--- src/hdl/three_address_code_execute_unit_assert.svh ---
// ----------------------------------------------------------------------------
// Assertion macros for the three address code execute unit
// Same-cycle and next-cycle implication checks on clk, disabled in reset.
// ----------------------------------------------------------------------------
`ifndef THREE_ADDRESS_CODE_EXECUTE_UNIT_ASSERT_SVH
`define THREE_ADDRESS_CODE_EXECUTE_UNIT_ASSERT_SVH

// ante implies cons in the same cycle
`define TACEU_ASSERT_SAME(lbl, ante, cons, msg) \
    lbl: assert property (@(posedge clk) disable iff (!rst_n) (ante) |-> (cons)) \
        else $error(msg);

// ante implies cons in the next cycle
`define TACEU_ASSERT_NEXT(lbl, ante, cons, msg) \
    lbl: assert property (@(posedge clk) disable iff (!rst_n) (ante) |=> (cons)) \
        else $error(msg);

`endif

--- src/hdl/taceu_pkg.sv ---
// ----------------------------------------------------------------------------
// taceu_pkg
// Shared widths, command codes and control/status types of the execute unit.
// ----------------------------------------------------------------------------
`timescale 1ns / 1ps
`default_nettype none

package taceu_pkg;

    localparam int unsigned DATA_W        = 32;
    localparam int unsigned IDX_W         = 10;
    localparam int unsigned IDX_SPAN      = 1 << IDX_W;
    localparam int unsigned CMD_W         = 3;
    localparam int unsigned ALU_W         = 3;
    localparam int unsigned COND_W        = 2;
    localparam int unsigned ERR_W         = 2;
    localparam int unsigned VAR_COUNT_DEF = 1024;

    localparam logic [CMD_W-1:0] CMD_NOOP   = 3'd0;
    localparam logic [CMD_W-1:0] CMD_INPUT  = 3'd1;
    localparam logic [CMD_W-1:0] CMD_OUTPUT = 3'd2;
    localparam logic [CMD_W-1:0] CMD_ASSIGN = 3'd3;
    localparam logic [CMD_W-1:0] CMD_CJUMP  = 3'd4;
    localparam logic [CMD_W-1:0] CMD_JUMP   = 3'd5;

    localparam logic [ALU_W-1:0] ALU_PLUS  = 3'd0;
    localparam logic [ALU_W-1:0] ALU_MINUS = 3'd1;
    localparam logic [ALU_W-1:0] ALU_MUL   = 3'd2;
    localparam logic [ALU_W-1:0] ALU_DIV   = 3'd3;
    localparam logic [ALU_W-1:0] ALU_COPY  = 3'd4;

    localparam logic [COND_W-1:0] COND_GT = 2'd0;
    localparam logic [COND_W-1:0] COND_LT = 2'd1;
    localparam logic [COND_W-1:0] COND_NE = 2'd2;
    localparam logic [COND_W-1:0] COND_EQ = 2'd3;

    localparam logic [ERR_W-1:0] ERR_OK      = 2'd0;
    localparam logic [ERR_W-1:0] ERR_DIV0    = 2'd1;
    localparam logic [ERR_W-1:0] ERR_INVALID = 2'd2;

    // index needs a true modulo (not a mask or a plain extension)
    function automatic logic needs_reduce(input int unsigned n);
        return (n < IDX_SPAN) && ((n & (n - 1)) != 0);
    endfunction

    typedef struct packed {
        logic clear_step;
        logic capture;
        logic quo_load;
        logic mod_load;
        logic div_start;
        logic commit;
    } ctrl_t;

    typedef struct packed {
        logic clear_last;
        logic need_div;
        logic div_done;
        logic out_free;
    } stat_t;

endpackage

`default_nettype wire

--- src/hdl/taceu_ctrl.sv ---
// ----------------------------------------------------------------------------
// taceu_ctrl
// Controller: clearing pass, capture, index reduction, read, execute, divide.
// ----------------------------------------------------------------------------
`timescale 1ns / 1ps
`default_nettype none

module taceu_ctrl #(
    parameter int unsigned VAR_COUNT = taceu_pkg::VAR_COUNT_DEF
) (
    input  logic             clk,
    input  logic             rst_n,
    input  logic             instr_valid,
    output logic             instr_stall,
    input  taceu_pkg::stat_t stat,
    output taceu_pkg::ctrl_t ctrl
);

    import taceu_pkg::*;

    localparam logic REDUCE = needs_reduce(VAR_COUNT);

    localparam logic [2:0] ST_CLEAR = 3'd0;
    localparam logic [2:0] ST_IDLE  = 3'd1;
    localparam logic [2:0] ST_QUO   = 3'd2;
    localparam logic [2:0] ST_MOD   = 3'd3;
    localparam logic [2:0] ST_READ  = 3'd4;
    localparam logic [2:0] ST_OPER  = 3'd5;
    localparam logic [2:0] ST_DIV   = 3'd6;

    logic [2:0] state_reg;
    logic [2:0] state_next;

    always_ff @(posedge clk or negedge rst_n)
    begin
        if (!rst_n)
        begin
            state_reg <= ST_CLEAR;
        end
        else
        begin
            state_reg <= state_next;
        end
    end

    always_comb
    begin
        state_next  = state_reg;
        ctrl        = '0;
        instr_stall = 1'b1;
        unique case (state_reg)
            ST_CLEAR:
            begin
                ctrl.clear_step = 1'b1;
                if (stat.clear_last)
                begin
                    state_next = ST_IDLE;
                end
            end
            ST_IDLE:
            begin
                instr_stall = 1'b0;
                if (instr_valid)
                begin
                    ctrl.capture = 1'b1;
                    state_next   = REDUCE ? ST_QUO : ST_READ;
                end
            end
            ST_QUO:
            begin
                ctrl.quo_load = 1'b1;
                state_next    = ST_MOD;
            end
            ST_MOD:
            begin
                ctrl.mod_load = 1'b1;
                state_next    = ST_READ;
            end
            ST_READ:
            begin
                state_next = ST_OPER;
            end
            ST_OPER:
            begin
                if (stat.need_div)
                begin
                    ctrl.div_start = 1'b1;
                    state_next     = ST_DIV;
                end
                else if (stat.out_free)
                begin
                    ctrl.commit = 1'b1;
                    state_next  = ST_IDLE;
                end
            end
            ST_DIV:
            begin
                if (stat.div_done && stat.out_free)
                begin
                    ctrl.commit = 1'b1;
                    state_next  = ST_IDLE;
                end
            end
            default:
            begin
                state_next = ST_IDLE;
            end
        endcase
    end

endmodule

`default_nettype wire

--- config.mk ---
export PLATFORM = sky130hd
export DESIGN_NAME = taceu_ctrl
export DESIGN_NICKNAME = d
export VERILOG_FILES = /design/src/hdl/three_address_code_execute_unit_assert.svh /design/src/hdl/taceu_pkg.sv /design/src/hdl/taceu_ctrl.sv
export SDC_FILE = /design/constraint.sdc
export NUM_CORES = 1
export LEC_CHECK = 0
export BUFFER_PORTS_ARGS = -buffer_cell sky130_fd_sc_hd__buf_2
export CORE_AREA = 4 4 41 43
export CTS_CLUSTER_SIZE = 14
export DETAILED_ROUTE_END_ITERATION = 7
export DIE_AREA = 0 0 45 47
export PLACE_DENSITY_LB_ADDON = 0.08
export SETUP_SLACK_MARGIN = 0.3
export SYNTH_ARGS = -nofsm -noshare
export SYNTH_HDL_FRONTEND = slang
export SYNTH_SLANG_ARGS = --single-unit
--- constraint.sdc ---
create_clock -name clk -period 2.9 [get_ports clk]
set_clock_uncertainty 0.15 [all_clocks]
set_input_delay 0.145 -clock clk [delete_from_list [all_inputs] [get_ports clk]]
set_output_delay 0.145 -clock clk [all_outputs]
set_load 0.02 [all_outputs]
=== After elaboration in Yosys (flattened, before gate mapping) ===
Index checks and enable logic that the tools add are counted.

* Latch bits: 0
* Memory bits (read-only): 0
* Bits of input ports: 7
* Memories kept: 0
* Flip-flop bits (word level): 3
* Word-level logic and storage cells: 32
* Memory bits (writable): 0

* Multipliers: 0
* Div/mod/pow operators: 0
* Add/subtract/negate cells: 0
* Magnitude comparators: 0
* Equal/unequal tests: 10
* Shift-type cells: 0
* Reduce and logical (&&, ||, !) cells: 3
* Bitwise operators: 0
* Muxes and demuxes: 18

{| class="wikitable"
|+ Operators with widths
! kind !! count
|-
| $pmux W3 S7 || 1
|-
| $mux W3 || 5
|-
| $mux W1 || 11
|-
| $eq A3 B3 Y1 const B || 3
|-
| $eq A3 B2 Y1 const B || 2
|-
| $ne A2 B2 Y1 const B || 3
|-
| $reduce_and A4 Y1 || 1
|-
| $eq A3 B1 Y1 const B || 1
|-
| $logic_not A3 Y1 || 1
|-
| $ne A3 B3 Y1 const B || 1
|-
| $pmux W1 S2 || 1
|-
| $logic_and A1 B1 Y1 || 1
|}

=== Depth between registers and ports, before layout ===
Gate-level depths: netlist (run 1).

* Word-level depth: 3
* Depth in mapped cells: 4

=== Worst setup path before layout (run 1) ===
No wires, ideal clock.

* Path kind: register to output
* From: register state_reg[2]
* To: output port ctrl[4] (netlist name)
* Path slack: 1.481 ns
* Cell stages (with the launch flop): 5
* Arrival: 1.124 ns
* Cell sequence: dfrtp_1 > buf_2 > nand2b_1 > nand2b_4 > nor2_1

{| class="wikitable"
|+ RTL lines
! what !! line !! RTL
|-
| start: declaration || taceu_ctrl.sv:31 || <nowiki>logic [2:0] state_reg;</nowiki>
|-
| start signal: assignment || taceu_ctrl.sv:42 || <nowiki>state_reg <= state_next;</nowiki>
|-
| end: declaration || taceu_ctrl.sv:16 || <nowiki>output taceu_pkg::ctrl_t ctrl</nowiki>
|}

==> run metrics, run 1 <==
status=complete, no violations; Die X=45 µm; critical setup path kind=flip-flop to output pin; Distinct cells, synth=15; crit path DAT=1.38 ns; all-layer global routing usage=about 7.9%; Clock Path Buffers=2; layout cells sized above 1=about 38%; largest net degree at the start of global routing=11; sequential area share after synthesis=between 30 and 40%; cts bufs inserted=3; worst endpoint required time=around 2.6 ns; commonest cells after routing, fill and taps aside=buf_2, nor2_1; worst vdd ir=around 0.32 mV; Mean Syn Cell Area=7.386 µm²; crit path capture type=output pin; post-synthesis register bit count=3; first-pass GRT wire length=1097 µm; Mapped Cells=31; CP Max Fanout=8; Reg2Reg Capture Point=state_reg[0]; clk sinks=3; antenna diode count=0; Post-Route WL=between 600 and 700 µm; Finished Layout Cells=63; vias in the first global route=248; CTS tree=yes; Starting Density=about 18%; CP Capture Point=ctrl[0]; Final Hold Violating Endpoints=0; grt ovf=0; reg2reg setup slack=~1.7 ns; worst skew pair latency=about 0.23 ns; # placed instances=58; slew margin rel.=79.87%; endpoints failing setup=0; I/O pin count=14; Routed Antenna Nets=0; Filler Cell Count=160; via density per instance=approximately 4.4; post_cts resized=0; PortBufs=13; Area Growth Syn to Fin=50.27%; RSZ-0062 raised after global routing=false; RD Place Congestion=~0.73; Hold/Removal Path Class=primary input to flip-flop; vias=roughly 280; Achievable Freq=between 0.5 and 0.6 GHz; die area=roughly 2100 µm²; mapped cell area=about 230 µm²; cell row count=13; HPWL after DPL=527.5 µm; First DRT Iteration DRCs=4; final worst path period need=around 1.7 ns; Synth Warn #=0; Worst-Margin Slew=0.3019 ns; syn_nets=38; CORE AREA=1301 µm²; Setup TNS=0 ns; htree depth=1; CP Launch Point=state_reg[1]; max reg flops=3; reg2reg path depth=3; Reg-to-Reg Start=state_reg[2]; Max Cap Violations=0; most common cell after layout, fill and taps aside=buf_2; LEAKAGE=about 0.19 nW; clock root buffer master=clkbuf_4; Critical Path Source Type=flip-flop; initial antenna violation count=0; average routed wire per standard cell=between 10 and 15 µm; Tcrit/Tclk final=57.76%; DRC viols=0; Worst-path clk slew=~0.040 ns; Final nets=between 50 and 60; PwrDens=about 1100 nW/µm²; Final Max Slew Viols=0; first-pass iteration count of the detailed router=2; die height=47 µm
[cell usage after synthesis]
| cell | instances | area [µm²] |
|---|---|---|
| nor2_1 | 5 | 18.77 |
| o221ai_1 | 2 | 17.52 |
| and3_1 | 2 | 12.51 |
| inv_2 | 1 | 3.750 |
| nand2_1 | 3 | 11.26 |
| o22ai_1 | 2 | 12.51 |
| nor3_1 | 2 | 10.01 |
| o31ai_1 | 1 | 7.510 |
| nand2b_4 | 1 | 13.76 |
| dfrtp_1 | 3 | 75.07 |
| buf_2 | 1 | 5.000 |
| a21oi_1 | 2 | 10.01 |
| nand2b_1 | 3 | 18.77 |
| o21ai_1 | 1 | 5.000 |
| inv_1 | 2 | 7.510 |
[how the worst min path moves through the flow]
| stage | startpoint | to | slack, ns | depth (start not counted) |
|---|---|---|---|---|
| 3_5_place_dp | rst_n | state_reg[1] | -0.21 | 1 |
| 2_1_floorplan | rst_n | state_reg[0] | -0.30 | 0 |
| 3_3_place_gp | rst_n | state_reg[1] | -0.21 | 1 |
| 4_1_cts | instr_valid | state_reg[2] | 0.06 | 3 |
| 6_report | instr_valid | state_reg[2] | 0.06 | 3 |
| 5_1_grt | instr_valid | state_reg[2] | 0.06 | 3 |
[critical path: stages, from the launching register on]
cell and delay (ns):
dfrtp_1 0.46, nand2b_1 0.22, o22ai_1 0.15, and3_1 0.16, buf_2 0.16
[timing repair]
item | in CTS | in global routing
hold buffers | 1 | 0
endpoints found under the hold margin | 3 | 0
setup buffers | 0 | 0
[power breakdown]
part	internal, mW	total [mW]	switching, mW
Clock	0.0516	0.0731	0.0215
Sequential	0.0639	0.114	0.0500
Combinational	0.0859	0.202	0.116
[layout make-up]
type	instances	area, µm²	share of cell area (%)
Multi-Input combinational cell	24	137.6	40.00
Sequential cell	3	75.07	21.82
Timing Repair Buffer	14	75.07	21.82
Clock buffer	4	26.28	7.636
Tap cell	15	18.77	5.455
Inverter	3	11.26	3.273
[cell families after synthesis]
kind of cell | count (synthesis) | share of synthesized area [%]
buffers and inverters | 4 | 7.101
AOI/OAI and AO/OA | 8 | 22.95
DFF | 3 | 32.79
and+or+nand+nor | 16 | 37.16
[layer usage]
layer	vias up	share of wire (%)	global-route usage (%)
li1	146	-	-
met1	119	45	9.817
met2	10	47	10.17
met3	2	5.2	1.149
met4	0	2.3	10.53
met5	-	0	0
[metrics by stage]
stage | power (mW) | utilization (%) | area, µm² | setup slack (ns) | hold WS [ns]
global placement | 0.3154 | 23.65 | 307.8 | 1.482 | -0.2111
detailed placement | 0.3166 | 23.65 | 307.8 | 1.473 | -0.2086
finish | 0.3889 | 26.44 | 344.1 | 1.225 | 0.05969
CTS | 0.3941 | 26.44 | 344.1 | 1.217 | 0.06200
global route | 0.4323 | 26.44 | 344.1 | 1.127 | 0.05980
floorplan | 0.2553 | - | 229.0 | 1.481 | -0.3006
Note: power is estimated with default switching activity, not from simulation.
==> inputs of run 2 (changes only) <==
Clock period 2.9 ns to 1.7 ns, I/O delays scaled along.
==> run 2 against run 1 <==
  * Sequential power is 39% higher
  * Cell count is 11% higher
  * Critical path type unchanged
  * Highest routed layer unchanged
  * Utilization is 9.4 points higher
==> run metrics, run 2 (synthesized netlist as in run 1, its figures left out) <==
via density per instance=4.314 (-1.9%); average routed wire per standard cell=11.73 µm (+6.5%); Post-Route WL=821 µm (+18%); cell row count=13 (unchanged); worst vdd ir=0.5561 mV (+74%); all-layer global routing usage=8.393% (+0.48 points); slew margin rel.=85.83% (+6.0 points); Setup TNS=0 ns (unchanged); DRC viols=0 (unchanged); I/O pin count=14 (unchanged); critical setup path kind=flip-flop to output pin; crit path DAT=1.27 ns (-0.11 ns); # placed instances=58 (unchanged); Achievable Freq=~0.67 GHz; Max Cap Violations=0 (unchanged); Final nets=63 (+13%); CP Max Fanout=3 (-5); Starting Density=17.60% (unchanged); Area Growth Syn to Fin=103.8%; Die X=45 µm (unchanged); Worst-path clk slew=0.04 ns (about the same); Clock Path Buffers=2 (unchanged); cts bufs inserted=3 (unchanged); register area=78.83 µm² (+5.0%); Worst-Margin Slew=0.2107 ns (-0.09125 ns); grt ovf=0 (unchanged); critical-path cell list=nand2b_4 > o22ai_2 > and3_4 > buf_6; First DRT Iteration DRCs=6 (+2); Tcrit/Tclk final=88.38%; most common cell after layout, fill and taps aside=buf_2; status=complete, no violations; die area=2115 µm² (unchanged); Hold/Removal Path Class=primary input to flip-flop; clk sinks=3 (unchanged); Critical Path Source Type=flip-flop; LEAKAGE=0.2375 nW (+27%); vias in the first global route=292 (+18%); Filler Cell Count=153 (-4.4%); worst skew pair latency=0.23 ns (about the same); Max stage delay on crit path=0.41 ns (-0.05 ns); RD Place Congestion=0.7139 (-2.8%); PortBufs=13 (unchanged); layout cells sized above 1=61.82% (+24 points); RSZ-0062 raised after global routing=true; crit path capture type=output pin; Finished Layout Cells=70 (+11%); largest net degree at the start of global routing=10 (-1); first-pass iteration count of the detailed router=2 (unchanged); worst endpoint required time=1.46 ns (-1.15 ns); htree depth=1 (unchanged); vias=302 (+9.0%); CORE AREA=1301 µm² (unchanged); Final Max Slew Viols=0 (unchanged); commonest cells after routing, fill and taps aside=buf_2, buf_4, nand2b_4, nor2_1, buf_6; antenna diode count=0 (unchanged); die height=47 µm (unchanged); Routed Antenna Nets=0 (unchanged); initial antenna violation count=0 (unchanged); final worst path period need=between 1.5 and 2 ns; max reg flops=3 (unchanged); CP max-delay cell=dfrtp_2; HPWL after DPL=521.8 µm (-1.1%); Final Hold Violating Endpoints=0 (unchanged); endpoints failing setup=0 (unchanged); first-pass GRT wire length=1179 µm (+7.5%); area of the multi-input gates=178.9 µm² (+30%); Core Util, Final=35.87% (+9.4 points); clock root buffer master=clkbuf_4; PwrDens=2048 nW/µm² (+81%); CTS tree=yes
==> run 2: cell types whose count changed in the layout (fill, tap and decap cells not counted), sizes merged <==
| cell | delta |
|---|---|
| buf | +7 |
==> run 2: through the flow <==
| step | hold slack [ns] | area (µm²) | power [mW] | worst slack (ns) |
|---|---|---|---|---|
| after detailed placement | -0.2687 | 307.8 | 0.5417 | 0.3266 |
| after CTS | 0.0003259 | 429.2 | 0.8818 | 0.2425 |
| after global placement | -0.2718 | 307.8 | 0.5407 | 0.3350 |
| after global routing | 0.02335 | 466.7 | 1.034 | 0.1611 |
| after floorplan | -0.3606 | 229.0 | 0.4355 | 0.3407 |
| final | 0.007501 | 466.7 | 0.9558 | 0.1976 |
==> run 2: power breakdown <==
part / switching [mW] / internal [mW]
registers: 0.0413 / 0.117
logic: 0.324 / 0.350
clock network: 0.0358 / 0.0879
total: 0.401 / 0.555
==> run 2: area by class of cell <==
| class | count | area share [%] |
|---|---|---|
| tap | 15 | 4.021 |
| multi-input combinational | 24 | 38.34 |
| timing repair buffer | 21 | 32.71 |
| sequential | 3 | 16.89 |
| inverter | 3 | 2.413 |
| clock buffer | 4 | 5.630 |
==> run 2: repair_timing <==
action | CTS | global route
setup endpoints to repair | 6 | 5
pin swaps | 2 | 1
hold buffers | 1 | 0
endpoints found under the hold margin | 3 | 0
gates resized for setup | 11 | 7
setup buffers | 6 | 1
==> run 2: routing by layer <==
layer	up-vias	track usage, %	wire, µm
li1	155	-	-
met1	133	10.53	352
met4	0	10.53	19
met3	2	1.149	42
met5	-	0	0
met2	12	11.02	406
==> run 2: worst paths after layout <==
kind,startpoint,end,slack (ns),cells after the start
setup / recovery,state_reg[1],ctrl[0],0.20,4
hold / removal,instr_valid,state_reg[2],0.008,3
setup reg to reg,state_reg[2],state_reg[0],0.49,4
hold reg to reg,state_reg[2],state_reg[2],0.45,2
max in group asynchronous,rst_n,state_reg[2],1.25,2
min in group asynchronous,rst_n,state_reg[0],0.03,2
==> run 2: worst max-delay path, delay by kind of cell, from the launching register on <==
family	cells	cell delay, ns
buf+inv	1	0.11
simple gates	2	0.36
compound gates	1	0.16
flops	1	0.41
